## config.mk

```make
export PLATFORM = sky130hd
export DESIGN_NAME = caf_mul
export DESIGN_NICKNAME = d
export VERILOG_FILES = /design/src/design/caf_pkg.sv /design/src/design/caf_mul.sv
export SDC_FILE = /design/constraint.sdc
export NUM_CORES = 2
export LEC_CHECK = 0
export ABC_AREA = 1
export BUFFER_PORTS_ARGS = -buffer_cell sky130_fd_sc_hd__buf_4
export CORE_MARGIN = 3
export CORE_UTILIZATION = 40
export DETAILED_ROUTE_END_ITERATION = 10
export PLACE_DENSITY_LB_ADDON = 0.12
export SLEW_MARGIN = 20
export SYNTH_ARGS = -nofsm -noshare
export SYNTH_HDL_FRONTEND = slang
export SYNTH_SLANG_ARGS = --single-unit
```

## constraint.sdc

```tcl
create_clock -name aclk -period 15.4 [get_ports aclk]
set_input_delay 0.77 -clock aclk [delete_from_list [all_inputs] [get_ports aclk]]
set_output_delay 0.77 -clock aclk [all_outputs]
set_load 0.005 [all_outputs]
```

## src/design/caf_pkg.sv

```systemverilog
// shared types, constants and elaboration-time helpers for the attitude filter
// no dependencies; imported by every module of the block
`default_nettype none
package caf_pkg;

    // internal cordic datapath width and angle width (q29 radians)
    localparam int CW = 60;
    localparam int ZW = 34;

    localparam logic signed [ZW-1:0] PI_Q29      = 34'sd1686629713;
    localparam logic signed [ZW-1:0] HALF_PI_Q29 = 34'sd843314857;
    localparam logic signed [CW-1:0] GAIN_Q30    = 60'sd652032874;
    localparam logic signed [18:0]   DEG90_Q13   = 19'sd12868;
    localparam logic [15:0]          WEIGHT_ONE  = 16'h8000;

    // configuration register indexes
    localparam logic [2:0] CFG_BLEND_ROLL    = 3'd0;
    localparam logic [2:0] CFG_BLEND_PITCH   = 3'd1;
    localparam logic [2:0] CFG_BLEND_YAW     = 3'd2;
    localparam logic [2:0] CFG_SAMPLE_PERIOD = 3'd3;
    localparam logic [2:0] CFG_RESTRICT_MODE = 3'd4;

    typedef struct packed {
        logic signed [15:0] gyro_x;
        logic signed [15:0] gyro_y;
        logic signed [15:0] gyro_z;
        logic signed [15:0] accel_x;
        logic signed [15:0] accel_y;
        logic signed [15:0] accel_z;
        logic signed [15:0] mag_x;
        logic signed [15:0] mag_y;
        logic signed [15:0] mag_z;
    } caf_in_t;

    typedef struct packed {
        logic signed [15:0] roll;
        logic signed [15:0] pitch;
        logic signed [15:0] yaw;
        logic               yaw_jump;
    } caf_out_t;

    typedef enum logic [1:0] {CS_IDLE, CS_NORM, CS_ITER, CS_DONE} cordic_state_t;
    typedef enum logic [1:0] {SQ_IDLE, SQ_RUN, SQ_DONE} sqrt_state_t;
    typedef enum logic [1:0] {U_NONE, U_MUL, U_SQRT, U_CORDIC} unit_sel_t;

    typedef enum logic [4:0] {
        ST_IDLE, ST_SQ_A, ST_SQ_B, ST_SQRT, ST_ATAN_R, ST_ATAN_P, ST_SC_R, ST_SC_P,
        ST_XH0, ST_XH1, ST_XH2, ST_XH3, ST_XH4, ST_YH0, ST_YH1, ST_ATAN_H,
        ST_GYRO_R, ST_GYRO_P, ST_GYRO_Y, ST_BL_R0, ST_BL_R1, ST_BL_P0, ST_BL_P1,
        ST_BL_Y0, ST_BL_Y1, ST_FIN
    } filt_state_t;

    typedef struct packed {
        logic start;
        logic rotate;
    } cordic_req_t;

    typedef struct packed {
        logic                  done;
        logic signed [ZW-1:0]  angle;
        logic signed [17:0]    sin_q15;
        logic signed [17:0]    cos_q15;
    } cordic_rsp_t;

    // shift-subtract division, used only while building the arctangent table
    function automatic longint unsigned cdiv(input longint unsigned n,
                                             input longint unsigned d);
        longint unsigned q;
        longint unsigned r;
        q = 0;
        r = 0;
        for (int b = 63; b >= 0; b--) begin
            r = {r[62:0], n[b]};
            if (r >= d) begin
                r = r - d;
                q[b] = 1'b1;
            end
        end
        return q;
    endfunction

    // atan(2^-i) in q29 from the odd power series, rounded to nearest
    function automatic longint atan_q29(input int i);
        longint          acc;
        longint unsigned t;
        int              k;
        acc = 0;
        k = 0;
        if (i == 0) return 64'sd421657428;
        while (i * (2 * k + 1) <= 60) begin
            t = cdiv(64'd1 << (60 - i * (2 * k + 1)), longint'(2 * k + 1));
            if ((k & 1) != 0) acc = acc - longint'(t);
            else acc = acc + longint'(t);
            k++;
        end
        return (acc + (64'sd1 <<< 30)) >>> 31;
    endfunction

endpackage
`default_nettype wire

```

## src/design/caf_mul.sv

```systemverilog
// shared signed multiplier with a registered product
// depends on caf_pkg
`default_nettype none
module caf_mul (
    input  wire logic               aclk,
    input  wire logic               aresetn,
    input  wire logic               start,
    input  wire logic signed [31:0] op_a,
    input  wire logic signed [24:0] op_b,
    output logic                    done,
    output logic signed [56:0]      prod
);
    import caf_pkg::*;

    logic               done_reg;
    logic signed [56:0] prod_reg;
    logic signed [56:0] prod_next;

    assign prod_next = op_a * op_b;

    always_ff @(posedge aclk) begin
        if (!aresetn) begin
            done_reg <= 1'b0;
        end else begin
            done_reg <= start;
        end
        if (start) begin
            prod_reg <= prod_next;
        end
    end

    assign done = done_reg;
    assign prod = prod_reg;

endmodule
`default_nettype wire

```

**Word-level counts from Yosys, hierarchy flattened**

Index checks and enable logic that the tools add are counted.
Widths: inputs -> output; s select.

- Flip-flop bits (word level): 58
- Latch bits: 0
- Bits in writable memories: 0
- Memory bits (read-only): 0
- Input port bits: 60
- Output and inout port bits: 58
- Word-level logic and storage cells: 3
- Memories kept: 0

- Add/sub/neg operators: 0
- Multipliers: 1
- Divide/modulo/power cells: 0
- $lt $le $gt $ge: 0
- Equal/unequal tests: 0
- Shift operators: 0
- Muxes and demuxes: 0
- Bitwise gates (word level): 0
- Reductions and logical operators: 0

Operators with widths:

| cell | count |
|---|---|
| $mul 32x25->57 | 1 |

**Longest topological paths before layout**

- Word-level depth: 1
- Gate-level depth with buffers: 30
- Depth with buffers taken out: 28

**Worst setup path before layout**

OpenSTA, ideal clock, no wires.

- Path type: input -> register
- From: input port op_a[31]
- To: register prod_reg[53] (netlist: prod[53]), data pin
- Setup time: 0.253 ns
- Arrival: 6.817 ns
- Required time: 15.147 ns
- Slack: 8.330 ns
- Stages: 25
- Path buffers: 2
- Cell sequence: clkbuf_1 -> clkbuf_1 -> nand2_1 -> inv_1 -> fa_1 -> fa_1 -> inv_1 -> fa_1 -> inv_1 -> fa_1 -> inv_1 -> fa_1 -> inv_1 -> fa_1 -> inv_1 -> fa_1 -> inv_1 -> ha_1 -> nand2_1 -> nor3_1 -> nand2_1 -> nor3_2 -> nand2_1 -> nand4_1 -> nand2_1

- Cells in the longest elaborated chain, start to end: 1

RTL lines:

| item | RTL line | source |
|---|---|---|
| start: declaration | caf_mul.sv:8 | `input wire logic signed [31:0] op_a,` |
| $mul 32x25->57 | caf_mul.sv:19 | `assign prod_next = op_a * op_b;` |
| net prod_next[53] | caf_mul.sv:17 | `logic signed [56:0] prod_next;` |
| end signal: assignment | caf_mul.sv:28 | `prod_reg <= prod_next;` |
| end: declaration | caf_mul.sv:16 | `logic signed [56:0] prod_reg;` |

The timed path passes the listed nets, and every way through them passes these cells.
A chain may end at the register's enable or synchronous reset.

**Worst setup path in the final report**

- From: input port op_b[1]
- To: register prod_reg[53] (netlist: prod[53]), data pin

- Cells in the longest elaborated chain, start to end: 1

RTL lines:

| item | RTL line | source |
|---|---|---|
| start: declaration | caf_mul.sv:9 | `input wire logic signed [24:0] op_b,` |
| $mul 32x25->57 | caf_mul.sv:19 |  |
| net prod_next[53] | caf_mul.sv:17 |  |

The timed path passes the listed nets, and every way through them passes these cells.

==> qor.csv <==
metric,value,unit
antenna_left,0,
finalSetupTns,0,ns
ys_warn_count,0,
cts_num_sinks,58,
layout-drive-gt1-share,4.85,%
setup_ws,8.19,ns
cts_tree,yes,
largest_reg_flops,57,
cpPeakStageDelay,0.64,ns
num_rows,104,
tightest_slew,0.808,ns
die_y,293,um
critical_path_buf_inv_count,7,
min_period,7.21,ns
synth_top_area_share,49.8,%
final-seq-area,1730,sq um
grt_pass1_wl,152000,um
syn_area_per_cell,7.71,sq um
dp_slack,7.84,ns
synth_cells,4266,
io_buffers,117,
relSlewSlack,46.1,%
area_growth,5.67,%
cts_root_buf,clkbuf_16,
grtUsageTotal,22.7,%
hold_buffers,0,
die_w,293,um
vias,24625,
place_congestion,0.911,
period_share,46.8,%
fmax,0.139,GHz
rsz0062_at_grt,false,
wire_per_inst,17.4,um
maxSlewViolCount,0,
crit_top_cell,fa_1,
cts-resized-gates,0,
seq_area_frac_synth,5.26,%
die-area,85700,sq um
cap_violations,0,
setup_viol,0,
coreArea,80900,sq um
status,"complete, no violations",
critPathRequiredTime,15.50,ns
cp-end-kind,flip-flop,
worst-path-max-fanout,32,
grt_max_degree,59,
min_path_type,in -> reg,
worstSetupPathType,in -> reg,
grt-ovfl-total,0,
slowest_stage,fa_1,
final_hold_viol_count,0,
grt_antenna_before_repair,4,
ios,118,
synthesis.nets,5300,
first_iter_violations,1333,
ys.flop_type,edfxtp_1,
multiInputGateArea,25000,sq um
synth_cell_types,31,
wirelength,92000,um
drt_pass1_iterations,5,
crit_chain,buf_4 -> nand2_1 -> inv_1 -> fa_1 -> fa_1 -> inv_1 -> fa_1 -> inv_1 -> fa_1 -> fa_1 -> fa_1 -> inv_1 -> fa_1 -> inv_1 -> ha_1 -> nand2_1 -> inv_1 -> nand2_1 -> nor3_1 -> nand2_1 -> nor3_2 -> nand2_1 -> nand4_1 -> nand2_1,
async_flop_share,0,%
startpoint_type,input port,
crit_family,adder cells,
netlist_top_cells_area,"fa_1 (50%), inv_1 (17%), nand2_1 (14%)",
start_util,40.6,%
synth_top_area_cell,fa_1,
worstPathArrival,7.31,ns
clk_path_buf_depth,2,
cts-buffers-inserted,9,
clk_pin_slew,0.07,ns
ys_ff_latch,58,
grt_pass1_vias,27423,
fillers,8400,
synth_area,32900,sq um
fin_nets,5258,
drc,0,
htreeDepth,3,
post-dp-hpwl,77600,um
post-cts-setup-buffer-count,0,
synth_edf_count,57,
vias_per_cell,4.65,
==> area by class of cell <==
class	instances	area share, %
Clock inverter	6	0.166
Tap cell	1060	3.82
Sequential cell	58	4.98
Inverter	1461	15.8
Timing Repair Buffer	118	2.55
Clock buffer	10	0.659
Antenna cell	2	0.0144
Multi-Input combinational cell	2576	72.0
==> routing by layer <==
layer  up-vias  track usage (%)  share of wire [%]
met4         6             4.83                2.3
li1      11525                -                  -
met3       121             2.32                4.0
met1     12456             28.7                 42
met2       517             42.0                 52
met5         -                0              0.037
==> Yosys cell counts, types with 9 or more instances <==
library cell,n
a21oi_1,47
clkbuf_1,167
edfxtp_1,57
fa_1,819
ha_1,155
inv_1,1452
inv_2,9
nand2_1,1228
nand2_2,13
nand3_1,50
nand4_1,22
nor2_1,109
nor2_2,26
o21ai_0,17
o21bai_1,13
xor2_1,30
==> worst paths after layout <==
check	from	end	slack, ns	cells past startpoint
setup / recovery	op_b[1]	prod[53]	8.19	24
hold / removal	aresetn	done	0.62	3
==> layout by cell type (no fill, tap or decap), drive strengths merged <==
cell type / instances
inv: 1461
nand2: 1241
fa: 819
ha: 155
nor2: 139
buf: 118
edfxtp: 57
nand3: 57
a21oi: 48
xor2: 30
nand4: 22
o21ai: 17
o21bai: 13
nor3: 13
clkbuf: 10
or2: 7
and2: 4
and3: 3
xnor2: 3
a21boi: 3
clkinv: 3
diode: 2
clkinvlp: 2
nand3b: 1
a21o: 1
bufinv: 1
dfxtp: 1
==> kinds of logic (layout without fill, tap and decap cells) <==
kind of cell | count (synthesis) | in the layout | share of synthesized area [%]
buffers and inverters | 1632 | 1595 | 18.6
AND/OR/NAND/NOR | 1487 | 1487 | 18.1
adder cells (fa/ha/maj) | 974 | 974 | 55.7
AO/OA/AOI/OAI | 82 | 82 | 1.39
flip-flops | 58 | 58 | 5.26
XOR/XNOR | 33 | 33 | 0.879
other | 0 | 2 | 0
==> stage by stage <==
step / area (sq um) / hold WS [ns] / utilization, % / instances
2_1_floorplan: 32900 / 0.863 / - / 4266
3_3_place_gp: 34500 / 0.950 / 42.6 / 5273
3_5_place_dp: 34500 / 0.957 / 42.6 / 5273
4_1_cts: 34800 / 0.610 / 42.9 / 5289
5_1_grt: 34800 / 0.621 / 42.9 / 5289
6_report: 34800 / 0.617 / 42.9 / 5291
Power is left out: the tool's default activity adds up to more than one toggle a clock period on the data nets, which glitch-free logic cannot reach.
