`src/design/caf_pkg.sv`:
```
// shared types, constants and elaboration-time helpers for the attitude filter
// no dependencies; imported by every module of the block
`default_nettype none
package caf_pkg;

    // internal cordic datapath width and angle width (q29 radians)
    localparam int CW = 60;
    localparam int ZW = 34;

    localparam logic signed [ZW-1:0] PI_Q29      = 34'sd1686629713;
    localparam logic signed [ZW-1:0] HALF_PI_Q29 = 34'sd843314857;
    localparam logic signed [CW-1:0] GAIN_Q30    = 60'sd652032874;
    localparam logic signed [18:0]   DEG90_Q13   = 19'sd12868;
    localparam logic [15:0]          WEIGHT_ONE  = 16'h8000;

    // configuration register indexes
    localparam logic [2:0] CFG_BLEND_ROLL    = 3'd0;
    localparam logic [2:0] CFG_BLEND_PITCH   = 3'd1;
    localparam logic [2:0] CFG_BLEND_YAW     = 3'd2;
    localparam logic [2:0] CFG_SAMPLE_PERIOD = 3'd3;
    localparam logic [2:0] CFG_RESTRICT_MODE = 3'd4;

    typedef struct packed {
        logic signed [15:0] gyro_x;
        logic signed [15:0] gyro_y;
        logic signed [15:0] gyro_z;
        logic signed [15:0] accel_x;
        logic signed [15:0] accel_y;
        logic signed [15:0] accel_z;
        logic signed [15:0] mag_x;
        logic signed [15:0] mag_y;
        logic signed [15:0] mag_z;
    } caf_in_t;

    typedef struct packed {
        logic signed [15:0] roll;
        logic signed [15:0] pitch;
        logic signed [15:0] yaw;
        logic               yaw_jump;
    } caf_out_t;

    typedef enum logic [1:0] {CS_IDLE, CS_NORM, CS_ITER, CS_DONE} cordic_state_t;
    typedef enum logic [1:0] {SQ_IDLE, SQ_RUN, SQ_DONE} sqrt_state_t;
    typedef enum logic [1:0] {U_NONE, U_MUL, U_SQRT, U_CORDIC} unit_sel_t;

    typedef enum logic [4:0] {
        ST_IDLE, ST_SQ_A, ST_SQ_B, ST_SQRT, ST_ATAN_R, ST_ATAN_P, ST_SC_R, ST_SC_P,
        ST_XH0, ST_XH1, ST_XH2, ST_XH3, ST_XH4, ST_YH0, ST_YH1, ST_ATAN_H,
        ST_GYRO_R, ST_GYRO_P, ST_GYRO_Y, ST_BL_R0, ST_BL_R1, ST_BL_P0, ST_BL_P1,
        ST_BL_Y0, ST_BL_Y1, ST_FIN
    } filt_state_t;

    typedef struct packed {
        logic start;
        logic rotate;
    } cordic_req_t;

    typedef struct packed {
        logic                  done;
        logic signed [ZW-1:0]  angle;
        logic signed [17:0]    sin_q15;
        logic signed [17:0]    cos_q15;
    } cordic_rsp_t;

    // shift-subtract division, used only while building the arctangent table
    function automatic longint unsigned cdiv(input longint unsigned n,
                                             input longint unsigned d);
        longint unsigned q;
        longint unsigned r;
        q = 0;
        r = 0;
        for (int b = 63; b >= 0; b--) begin
            r = {r[62:0], n[b]};
            if (r >= d) begin
                r = r - d;
                q[b] = 1'b1;
            end
        end
        return q;
    endfunction

    // atan(2^-i) in q29 from the odd power series, rounded to nearest
    function automatic longint atan_q29(input int i);
        longint          acc;
        longint unsigned t;
        int              k;
        acc = 0;
        k = 0;
        if (i == 0) return 64'sd421657428;
        while (i * (2 * k + 1) <= 60) begin
            t = cdiv(64'd1 << (60 - i * (2 * k + 1)), longint'(2 * k + 1));
            if ((k & 1) != 0) acc = acc - longint'(t);
            else acc = acc + longint'(t);
            k++;
        end
        return (acc + (64'sd1 <<< 30)) >>> 31;
    endfunction

endpackage
`default_nettype wire

```
`src/design/caf_isqrt.sv`:
```
// iterative floor square root of a 64 bit radicand, one result bit per cycle
// depends on caf_pkg
`default_nettype none
module caf_isqrt (
    input  wire logic        aclk,
    input  wire logic        aresetn,
    input  wire logic        start,
    input  wire logic [63:0] radicand,
    output logic             done,
    output logic [31:0]      root
);
    import caf_pkg::*;

    sqrt_state_t state_reg, state_next;
    logic [63:0] n_reg, r_reg, b_reg;
    logic [4:0]  cnt_reg;
    logic [63:0] trial;
    logic        fits;

    assign trial = r_reg + b_reg;
    assign fits  = n_reg >= trial;

    always_comb begin
        state_next = state_reg;
        unique case (state_reg)
            SQ_IDLE: if (start) state_next = SQ_RUN;
            SQ_RUN:  if (cnt_reg == 5'd31) state_next = SQ_DONE;
            SQ_DONE: state_next = SQ_IDLE;
            default: state_next = SQ_IDLE;
        endcase
    end

    always_comb begin
        done = (state_reg == SQ_DONE);
        root = r_reg[31:0];
    end

    always_ff @(posedge aclk) begin
        if (!aresetn) begin
            state_reg <= SQ_IDLE;
        end else begin
            state_reg <= state_next;
        end
        if (state_reg == SQ_IDLE && start) begin
            n_reg   <= radicand;
            r_reg   <= '0;
            b_reg   <= 64'd1 << 62;
            cnt_reg <= '0;
        end else if (state_reg == SQ_RUN) begin
            if (fits) begin
                n_reg <= n_reg - trial;
                r_reg <= (r_reg >> 1) + b_reg;
            end else begin
                r_reg <= r_reg >> 1;
            end
            b_reg   <= b_reg >> 2;
            cnt_reg <= cnt_reg + 5'd1;
        end
    end

endmodule
`default_nettype wire

```
`config.mk`:
```
export PLATFORM = sky130hd
export DESIGN_NAME = caf_isqrt
export DESIGN_NICKNAME = d
export VERILOG_FILES = /design/src/design/caf_pkg.sv /design/src/design/caf_isqrt.sv
export SDC_FILE = /design/constraint.sdc
export NUM_CORES = 1
export LEC_CHECK = 0
export BUFFER_PORTS_ARGS = -buffer_cell sky130_fd_sc_hd__buf_2
export CAP_MARGIN = 20
export CORE_UTILIZATION = 68
export DETAILED_ROUTE_END_ITERATION = 8
export MAX_ROUTING_LAYER = met4
export PLACE_DENSITY = 0.85
export SKIP_LAST_GASP = 1
export SLEW_MARGIN = 20
export SYNTH_ARGS = -nofsm -noshare
export SYNTH_HDL_FRONTEND = slang
export SYNTH_SLANG_ARGS = --single-unit
```
`constraint.sdc`:
```
create_clock -name aclk -period 17.69 [get_ports aclk]
set_input_delay 2.6535 -clock aclk [delete_from_list [all_inputs] [get_ports aclk]]
set_output_delay 2.6535 -clock aclk [all_outputs]
set_load 0.01 [all_outputs]
```
Word level (Yosys, flattened, before mapping) --
Cells that the tools add are included.
Operators by class: add/subtract/negate cells 4, magnitude comparators 1, equal/unequal tests 5, mux-type cells 7, reductions and logical operators 6
Operator list (number):
- two-way mux 64 bit | 4
- adder 63 x 63 -> 64 bit | 1
- adder 64 x 63 -> 64 bit | 1
- >= comparator 64 bit | 1
- subtractor 64 bit | 1
- adder 5 x 1 -> 5 bit, second input constant | 1
- == test 5 bit, second input constant | 1
- two-way mux 2 bit | 2
- inequality test 2 bit, second input constant | 2
- one-hot mux 2 bit (2 select lines) | 1
- AND reduction 2 bit | 2
- nonzero test 2 bit | 2
- == test 2 x 1 -> 1 bit, second input constant | 1
- == test 2 bit, second input constant | 1
- logical NOT 2 bit | 1
- logical AND 1 bit | 1
Word-level totals: register bits 167, input bits 67, output and inout port bits 33, logic and storage cells 28

Depth between registers and ports, before layout --
Gate-level depths: netlist of run 1.
depth in word-level cells 5, mapped depth 26, depth with buffers taken out 23

Worst setup path after synthesis of run 1 --
No wires, ideal clock.
kind register to register, start register r_reg[2], end register n_reg[0], enable pin, setup time 424 ps, data arrival time 5506 ps, data required time 17266 ps, setup slack 11760 ps, cell stages (with the launch flop) 22, path buffers 0, clock period less this slack 5930 ps, cells stage by stage dfxtp_1 ha_1 a31oi_1 o21bai_2 a21oi_1 o21ai_2 a31o_2 a41oi_2 a21oi_1 nor2_1 o21bai_1 xnor2_1 ha_1 nand4_1 or3_1 nor3_1 and2_1 nand4_1 o211a_1 nand2_1 nand2_1 nand2_1
Between the ends: cells in the longest elaborated chain, start to end 4
RTL lines:
- from (decl) | line caf_isqrt.sv:15 | logic [63:0] n_reg, r_reg, b_reg;
- from (signal assigned) | line caf_isqrt.sv:52 | r_reg <= (r_reg >> 1) + b_reg;
- from (signal assigned) | line caf_isqrt.sv:54 | r_reg <= r_reg >> 1;
- adder 64 x 63 -> 64 bit | line caf_isqrt.sv:20 | assign trial = r_reg + b_reg;
- >= comparator 64 bit | line caf_isqrt.sv:21 | assign fits = n_reg >= trial;
- nonzero test 2 bit (no source line)
- AND reduction 2 bit (no source line)
- to (signal assigned) | line caf_isqrt.sv:45 | n_reg <= radicand;
- to (signal assigned) | line caf_isqrt.sv:51 | n_reg <= n_reg - trial;
- to (decl) | line caf_isqrt.sv:15
Every way passes these cells. A chain may end at the register's enable or synchronous reset.

Worst setup path in the final report of run 1 --
start register r_reg[0], end register n_reg[20], enable pin
Same word-level chain as after synthesis.

==> results of run 1 <==
path summary, 6_finish.rpt:
check / startpoint / slack, ns / cells after the start / end
max: r_reg[0] / 10.63 / 23 / n_reg[20]
min: cnt_reg[4] / 0.46 / 2 / cnt_reg[4]
max reg2reg: r_reg[0] / 10.63 / 23 / n_reg[20]
min reg2reg: cnt_reg[4] / 0.46 / 2 / cnt_reg[4]
cells by family (layout without fill, tap and decap cells):
group	count (synthesis)	in the layout	synth area share, %
muxes	5	5	0.328
xor gates and xnor gates	171	171	9.83
and+or+nand+nor	668	668	20.2
adders and majority gates	133	133	11.0
buffers and inverters	186	185	5.76
DFF	167	167	26.1
AOI/OAI and AO/OA	646	646	26.8
Yosys cell counts, drive strengths merged (8+ instances only):
cell    number  area share (%)
a211oi      16            0.89
a21boi      10            0.49
a21o        48             2.4
a21oi      205             6.8
a221oi       8            0.50
a311oi       8            0.46
a31o        14            0.80
a31oi       52             2.1
and2        21            0.86
and3        28             1.2
buf         59             2.6
clkbuf      82             2.0
dfxtp      103              14
edfxtp      64              13
ha         132              11
inv         45             1.1
nand2      253             6.2
nand2b      11            0.45
nand3       79             2.6
nand4       38             1.6
nor2       158             3.9
nor2b       21            0.86
nor3        25            0.85
o211ai      20            0.99
o21a        10            0.49
o21ai      154             5.1
o21bai      41             2.0
o31ai       12            0.62
xnor2      100             5.7
xor2        71             4.1
layout make-up:
type | instances | share of cell area (%)
clock buffers | 19 | 2.83
clock inverters | 12 | 0.578
inverters | 45 | 1.05
multi-input cells | 1623 | 64.9
flip-flops and latches | 167 | 24.9
well taps | 280 | 2.19
repair buffers | 109 | 3.56
power breakdown:
group | total, W | internal, W | switching (W) | leakage (nW)
Combinational | 0.00173 | 0.000678 | 0.00105 | 4.50
Clock | 0.000364 | 0.000190 | 0.000174 | 0.265
Sequential | 0.000697 | 0.000571 | 0.000127 | 1.46
Total | 0.00279 | 0.00144 | 0.00135 | 6.22
through the flow:
step	instances	hold WS [ns]	area [um^2]
after floorplan	1976	0.441	15200
after global placement	2224	0.446	15500
after detailed placement	2224	0.455	15500
after CTS	2255	0.464	16000
after global routing	2255	0.515	16000
final	2255	0.462	16000
tightest hold or removal path, stage by stage, from the launching register on:
cell and delay (ns):
dfxtp_1 0.31, nand2_1 0.05, a21oi_1 0.05
routing by layer:
metal	global-route usage (%)	wire length [um]	share of wire [%]
met3	6.05	3020	6.9
met5	-	0	0
met4	23.6	2760	6.3
met2	63.9	20400	47
met1	44.3	17500	40
==> results.md, run 1 <==
- Syn Inst Count: ~2.0k
- Ports: 100
- Fin util: ~73%
- Input/output buffers: 99
- Primary FF master, synth: dfxtp_1
- Die footprint: 23000 um^2
- Initial core utilization: 69.6%
- Area delta synth->final: 5.16%
- Post-route antenna net violation count: 0
- # nets final: between 2k and 2.5k
- Max transition margin: 26.0%
- Antenna violations before repair: 0
- Clk slew on worst S/H paths: 0.07 ns
- CORE AREA: between 20000 and 25000 um^2
- CP Data Required Time: between 15 and 20 ns
- Post-CTS sizing: 0
- First-pass GRT wire length: 67.7 mm
- GPL Wtd Cong: ~1
- WL final: roughly 44 mm
- First DRT Iteration DRCs: ~1.1k
- # setup viols final: 0
- Crit path time final: around 7.1 ns
- Largest net degree at the start of global routing: 117
- Synth cell types: 85
- N_diodes: 0
- RSZ-0062 raised after global routing: false
- Die width: about 150 um
- Via Count: between 10k and 15k
- Num rows: 54
- Crit-path max cell delay: about 0.67 ns
- Async set-reset flop share out of synthesis: 0%
- GRT Resource Usage Total: between 30% and 40%
- Clk root buf: clkbuf_16
- Htree depth: 4
- Final worst slack: approximately 11 ns
- Max_cap viols: 0
- CTS sink count: 167
- Crit path kind: reg -> reg
- DPL Wire Length: about 32 mm
- Post-placement setup slack: 10.84 ns
- Drt pass-1 iters: 6
- Number of enable flip-flop cells after synthesis: 64
- Syn_area_per_cell: 7.71 um^2
- Worst setup EP type: register
- Status: complete, no violations
- Total power: approximately 0.0028 W
- Avg WL per Cell: 19.4 um
- Residual DRC count: 0
- Total CTS buffers: 17
- Sequential fraction of the synthesis area: 26.1%
- Leak pwr: 6.22 nW
- Vias in the first global route: 13.6k
- Net Count, Synth: between 2k and 2.5k
- Pwr Density: 174 nW/um^2
- Crit path cell chain: ha_1, ha_1, a21o_1, a31oi_1, o21a_1, o21ai_0, a31oi_1, a2111oi_2, o211ai_1, o41ai_1, xnor2_1, ha_1, nand2_1, or3_1, nor3_1, and2_1, nand4_1, o211a_1, nand2_1, buf_4, nand2_1, nand2_2, buf_4
- Post-CTS Setup Bufs: 0
- Multi-input gate area in the final layout: 10400 um^2
- Syn. warnings: 0
- Flops & latches, synth: between 150 and 200
- Slowest-stage cell, CP: buf_4
- Period utilization: between 30% and 40%
- Slew Limit Fails: 0
- Most frequent cells in the layout: 252 x nand2_1, 204 x a21oi_1, 156 x nor2_1
- Worst EP arrival: around 7 ns
- Startpoint Class: register
- Hold_buf cts: 0
- Bufs and invs on worst path: 2
- DIE HEIGHT: around 150 um
- Largest fanout on the critical path: 64
- Skew-Pair Late Insertion Delay: 0.45 ns
- Hold/Removal Path Class: reg -> reg
- Measured slew at the worst slew-check pin: about 1.1 ns
- Remaining global-route overflow: 0
- Crit path max-delay family: compound AO/OA/AOI/OAI gates
- Register area: roughly 4000 um^2
- CTS tree: yes
- CTS Buffer Depth: 2
- Worst VDD drop: roughly 0.12 mV
- Layout cells sized above 1: under 10%
- Clock skew: around 0.019 ns
- Final Hold Vio Count: 0
- Achievable Freq: between 100 and 150 MHz
- Area of the mapped netlist: roughly 15000 um^2
- Commonest non-fill, non-tap cell in the layout: nand2_1
- Via density: 6.58
- TNS Setup: 0 ns
- Fillers: roughly 1.8k
Power figures use the tool's default switching activity.
==> run 2: changes to the inputs <==
--- a/config.mk
+++ b/config.mk
@@ -7,10 +7,10 @@
 export LEC_CHECK = 0
 export BUFFER_PORTS_ARGS = -buffer_cell sky130_fd_sc_hd__buf_2
 export CAP_MARGIN = 20
-export CORE_UTILIZATION = 68
+export CORE_UTILIZATION = 63
 export DETAILED_ROUTE_END_ITERATION = 8
 export MAX_ROUTING_LAYER = met4
-export PLACE_DENSITY = 0.85
+export PLACE_DENSITY = 0.79
 export SKIP_LAST_GASP = 1
 export SLEW_MARGIN = 20
 export SYNTH_ARGS = -nofsm -noshare
==> constraint.sdc (replaced) <==
create_clock -name aclk -period 7 [get_ports aclk]
set_input_delay 1.05 -clock aclk [delete_from_list [all_inputs] [get_ports aclk]]
set_output_delay 1.05 -clock aclk [all_outputs]
set_load 0.01 [all_outputs]
==> results.md, run 2 (synthesis gave the netlist of run 1 again) <==
- Final worst slack: 0.622 ns
- Crit path time final: 6.38 ns
- WL final: about 43 mm
- Int Power: 0.00365 W
- CTS tree: yes
- Clock skew: ~0.015 ns
- Reg2Reg Launch Point: b_reg[0]
- # placed instances: ~2.3k
- Period utilization: 91.1%
- Largest net degree at the start of global routing: 85
- Num rows: 56
- GRT Resource Usage Total: ~36%
- N_diodes: 0
- Startpoint Class: register
- Post-placement setup slack: ~0.57 ns
- Hold_buf cts: 0
- Clk slew on worst S/H paths: about 0.08 ns
- Layout cells sized above 1: a little under a tenth
- Via density: around 6.4
- RSZ-0062 raised after global routing: false
- Worst setup EP type: register
- Hold EP: cnt_reg[4]
- CP Data Required Time: 7.10 ns
- Worst EP arrival: around 6.5 ns
- Total CTS buffers: 17
- Max_cap viols: 0
- Drt pass-1 iters: 8
- Hold/Removal Path Class: reg -> reg
- Via Count: about 15k
- GPL Wtd Cong: 1.01
- Most frequent cells in the layout: 251 x nand2_1, 204 x a21oi_1, 156 x nor2_1
- Initial core utilization: between 60 and 70%
- Logic pwr share: 61.9%
- Crit path cell chain: ha_1, ha_1, a21o_1, a31oi_1, o21a_1, o21ai_0, a31oi_1, a2111oi_2, o211ai_1, o41ai_1, xnor2_1, ha_1, nand2_1, or3_1, nor3_1, and2_1, nand4_1, o211a_1, nand2_2, nand2_1, nand2_2, buf_12
- Die footprint: between 20000 and 25000 um^2
- Crit path kind: reg -> reg
- TNS Setup: 0 ns
- Slew Limit Fails: 0
- First DRT Iteration DRCs: around 1.2k
- Vias in the first global route: around 14k
- Clock share of power: a little over an eighth
- # setup viols final: 0
- Avg WL per Cell: 18.8 um
- First-pass GRT wire length: slightly below 70 mm
- Leak pwr: ~6.2 nW
- Final Hold Vio Count: 0
- DIE HEIGHT: between 150 and 200 um
- Status: complete, no violations
- Crit path max-delay family: compound AO/OA/AOI/OAI gates
- Slowest-stage cell, CP: a2111oi_2
- Skew-Pair Late Insertion Delay: 0.45 ns
- CTS sink count: 167
- CTS Buffer Depth: 2
- Residual DRC count: 0
- R2R Setup Slk: 0.62 ns
- Measured slew at the worst slew-check pin: 1.12 ns
- Switch share: a little under 50%
- Largest fanout on the critical path: 64
- Area delta synth->final: 5.77%
- Remaining global-route overflow: 0
- Htree depth: 4
- Ports: 100
- Non-Filler Instances: between 2k and 2.5k
- CORE AREA: ~24000 um^2
- Hold Crit Depth: 2
- Die width: 158 um
- Max transition margin: between 20% and 30%
- Clk root buf: clkbuf_16
- Reg2reg end: n_reg[20]
- Bufs and invs on worst path: 1
- Antenna violations before repair: 0
- DPL Wire Length: 32.0 mm
- Fillers: approximately 2.1k
- Crit-path max cell delay: 0.52 ns
- Pwr Density: 437 nW/um^2
- Commonest non-fill, non-tap cell in the layout: nand2_1
- Worst VDD drop: approximately 0.25 mV
- # nets final: about 2.2k
- Fin util: roughly two thirds
- Post-route antenna net violation count: 0
- Input/output buffers: between 90 and 100
- Achievable Freq: roughly 160 MHz
- Worst min-delay path startpoint: cnt_reg[4]
- Net Switching: 0.00340 W
- Reg power frac: between 20% and 30%
- Reg2Reg Depth: 22
- Cell mode on critical path: ha_1
-- run 2: cell type report --
cell class	count	area [um^2]	area share, %
clock buffers	18	450	2.79
inverters	45	169	1.05
flip-flops and latches	167	3980	24.7
clock inverters	13	110	0.683
repair buffers	111	598	3.71
multi-input cells	1623	10400	64.6
well taps	319	399	2.48
-- run 2: per-layer routing --
layer / track usage (%) / wire length [um] / vias up
li1: - / - / 7152
met1: 41.4 / 17900 / 6808
met2: 60.5 / 20600 / 534
met3: 4.82 / 2590 / 123
met4: 19.0 / 2080 / 0
met5: - / 0 / -
-- run 2: tightest hold or removal path: stages, from the launching register on --
cell	delay, ns
dfxtp_1	0.31
nand2_1	0.05
a21oi_1	0.05
-- run 2: power by group through the flow --
| stage | Combinational [W] | Clock, W | Sequential [W] |
|---|---|---|---|
| final | 0.00436 | 0.000942 | 0.00174 |
| after global routing | 0.00481 | 0.000979 | 0.00177 |
| after CTS | 0.00430 | 0.000944 | 0.00173 |
| after detailed placement | 0.00426 | 0 | 0.00175 |
| after global placement | 0.00421 | 0 | 0.00174 |
| after floorplan | 0.00349 | 0 | 0.00162 |
-- run 2: how the worst max path moves through the flow --
stage / start / end / depth (start not counted)
after floorplan: r_reg[2] / n_reg[0] / 21
after global placement: r_reg[2] / n_reg[14] / 21
after detailed placement: b_reg[0] / n_reg[11] / 22
after CTS: b_reg[0] / n_reg[20] / 22
after global routing: b_reg[0] / n_reg[20] / 22
final: b_reg[0] / n_reg[20] / 22
-- run 2: what timing repair did --
item / CTS / global route
buffers inserted: 0 / 0
resized for setup: 0 / 1
setup endpoints to repair: 0 / 58
-- run 2: through the flow --
step / hold slack, ns / area, um^2 / total power (W)
6_report: 0.463 / 16100 / 0.00705
3_5_place_dp: 0.457 / 15600 / 0.00601
4_1_cts: 0.466 / 16100 / 0.00697
2_1_floorplan: 0.441 / 15200 / 0.00511
5_1_grt: 0.497 / 16100 / 0.00756
3_3_place_gp: 0.446 / 15600 / 0.00595
==> run 3: changes to the inputs <==
--- a/config.mk
+++ b/config.mk
@@ -8,11 +8,11 @@
 export BUFFER_PORTS_ARGS = -buffer_cell sky130_fd_sc_hd__buf_2
 export CAP_MARGIN = 20
 export CORE_UTILIZATION = 63
+export CTS_CLUSTER_DIAMETER = 60
 export DETAILED_ROUTE_END_ITERATION = 8
 export MAX_ROUTING_LAYER = met4
-export PLACE_DENSITY = 0.79
+export PLACE_DENSITY_LB_ADDON = 0.2
 export SKIP_LAST_GASP = 1
-export SLEW_MARGIN = 20
 export SYNTH_ARGS = -nofsm -noshare
 export SYNTH_HDL_FRONTEND = slang
 export SYNTH_SLANG_ARGS = --single-unit
==> results.md, run 3 (synthesis gave the netlist of run 1 again) <==
- Status: complete, no violations
- Worst setup EP type: register
- Layout cells sized above 1: under 10%
- Via Count: 14.6k
- Drt pass-1 iters: 7
- Commonest non-fill, non-tap cell in the layout: nand2_1
- Reg2Reg Launch Point: r_reg[0]
- Final Hold Vio Count: 0
- CTS sink count: roughly 170
- Post-placement setup slack: roughly 0.92 ns
- Gr busiest metal: met2
- Reg2reg end: r_reg[39]
- Bufs and invs on worst path: 1
- Max_cap viols: 0
- Clk root buf: clkbuf_16
- Startpoint Class: register
- Hold EP: cnt_reg[4]
- Post-CTS sizing: 0
- Crit path kind: reg -> reg
- First-pass GRT wire length: 68.7 mm
- # setup viols final: 0
- Input/output buffers: 99
- Period utilization: around 88%
- Total power: about 0.007 W
- GR Util met2: between 60 and 70%
- Num rows: 56
- Crit path max-delay family: compound AO/OA/AOI/OAI gates
- GRT Resource Usage Total: between 30% and 40%
- Worst VDD drop: about 0.25 mV
- Largest net degree at the start of global routing: approximately 120
- DIE HEIGHT: around 160 um
- DPL Wire Length: between 30 and 40 mm
- Skew-Pair Late Insertion Delay: approximately 0.45 ns
- RSZ-0062 raised after global routing: false
- Met1 usage: a little over two fifths
- Htree depth: 4
- Slowest-stage cell, CP: a2111oi_2
- Post-route antenna net violation count: 0
- Via density: ~6.4
- Leak pwr: 6.28 nW
- CP Data Required Time: around 7.4 ns
- Max transition margin: between 30% and 40%
- Crit path time final: slightly above 6 ns
- Largest fanout on the critical path: 46
- Final worst slack: 0.869 ns
- Die footprint: 24800 um^2
- Total CTS buffers: 17
- Residual DRC count: 0
- Area delta synth->final: 6.17%
- Worst min-delay path startpoint: cnt_reg[4]
- Initial core utilization: between 60 and 70%
- Ports: 100
- First DRT Iteration DRCs: 1254
- Hold Crit Depth: 2
- CTS tree: yes
- Crit-path max cell delay: ~0.5 ns
- Antenna violations before repair: 0
- CORE AREA: between 20000 and 25000 um^2
- Most frequent cells in the layout: 252 x nand2_1, 204 x a21oi_1, 156 x nor2_1
- Die width: approximately 160 um
- CTS Buffer Depth: 2
- Worst EP arrival: about 6.5 ns
- Slew Limit Fails: 0
- Reg2Reg Depth: 23
- Achievable Freq: ~160 MHz
- Remaining global-route overflow: 0
- Clock skew: 0.0188 ns
- Hold_buf cts: 0
- R2R Setup Slk: approximately 0.87 ns
- M3 GR Usage: 4.74%
- Clk slew on worst S/H paths: 0.08 ns
- Hold/Removal Path Class: reg -> reg
- # nets final: about 2.2k
- WL final: between 40 and 50 mm
- Avg WL per Cell: approximately 19 um
- Vias in the first global route: about 14k
- Measured slew at the worst slew-check pin: about 0.96 ns
- Post-CTS Setup Bufs: 0
- TNS Setup: 0 ns
- Crit path cell chain: ha_1, ha_1, a21o_1, a31oi_1, o21a_1, o21ai_0, a31oi_1, a2111oi_2, o211ai_1, o41ai_1, xnor2_1, ha_1, nand2_1, or3_1, nor3_1, and2_1, nand4_1, o211a_1, nand2_1, buf_4, o21ai_0, xor2_1, o21ai_0
- GPL Wtd Cong: around 1.0
- N_diodes: 0
- Pwr Density: 439 nW/um^2
run 3: layer usage:
metal	up-vias	wire, um
met5	-	0
met4	0	2210
met3	116	2490
met2	524	20700
met1	6846	18000
li1	7149	-
run 3: cell type report:
type | instances | area (um^2)
Multi-Input combinational cell | 1623 | 10400
Clock inverter | 14 | 158
Timing Repair Buffer | 112 | 636
Tap cell | 319 | 399
Clock buffer | 18 | 429
Fill cell | 2067 | 7430
Sequential cell | 167 | 3980
Inverter | 45 | 169
run 3: how the worst max path moves through the flow:
stage                        start  cells past startpoint        end  slack [ns]
after global routing      r_reg[0]                     23  r_reg[11]        0.42
after detailed placement  r_reg[0]                     21  r_reg[10]        0.92
final                     r_reg[0]                     23  r_reg[39]        0.87
after CTS                 r_reg[0]                     21  r_reg[10]        0.87
after global placement    r_reg[2]                     20  r_reg[10]        1.12
after floorplan           r_reg[2]                     21   n_reg[0]        1.07
run 3: tightest hold or removal path, stage by stage, from the launching register on:
cell and delay, ns:
dfxtp_1 0.31, nand2_1 0.05, a21oi_1 0.05
run 3: stage by stage:
stage	area, um^2	hold WS, ns	instances	utilization [%]
final	16200	0.460	2298	68.5
after global routing	16200	0.490	2298	68.5
after CTS	16100	0.465	2295	68.3
after detailed placement	15500	0.455	2263	65.8
after global placement	15500	0.446	2263	65.8
after floorplan	15200	0.441	1976	-
run 3: where the power goes:
part	switching, W	internal, W
clock	0.000472	0.000509
combinational	0.00262	0.00174
sequential	0.000317	0.00144
total	0.00341	0.00369
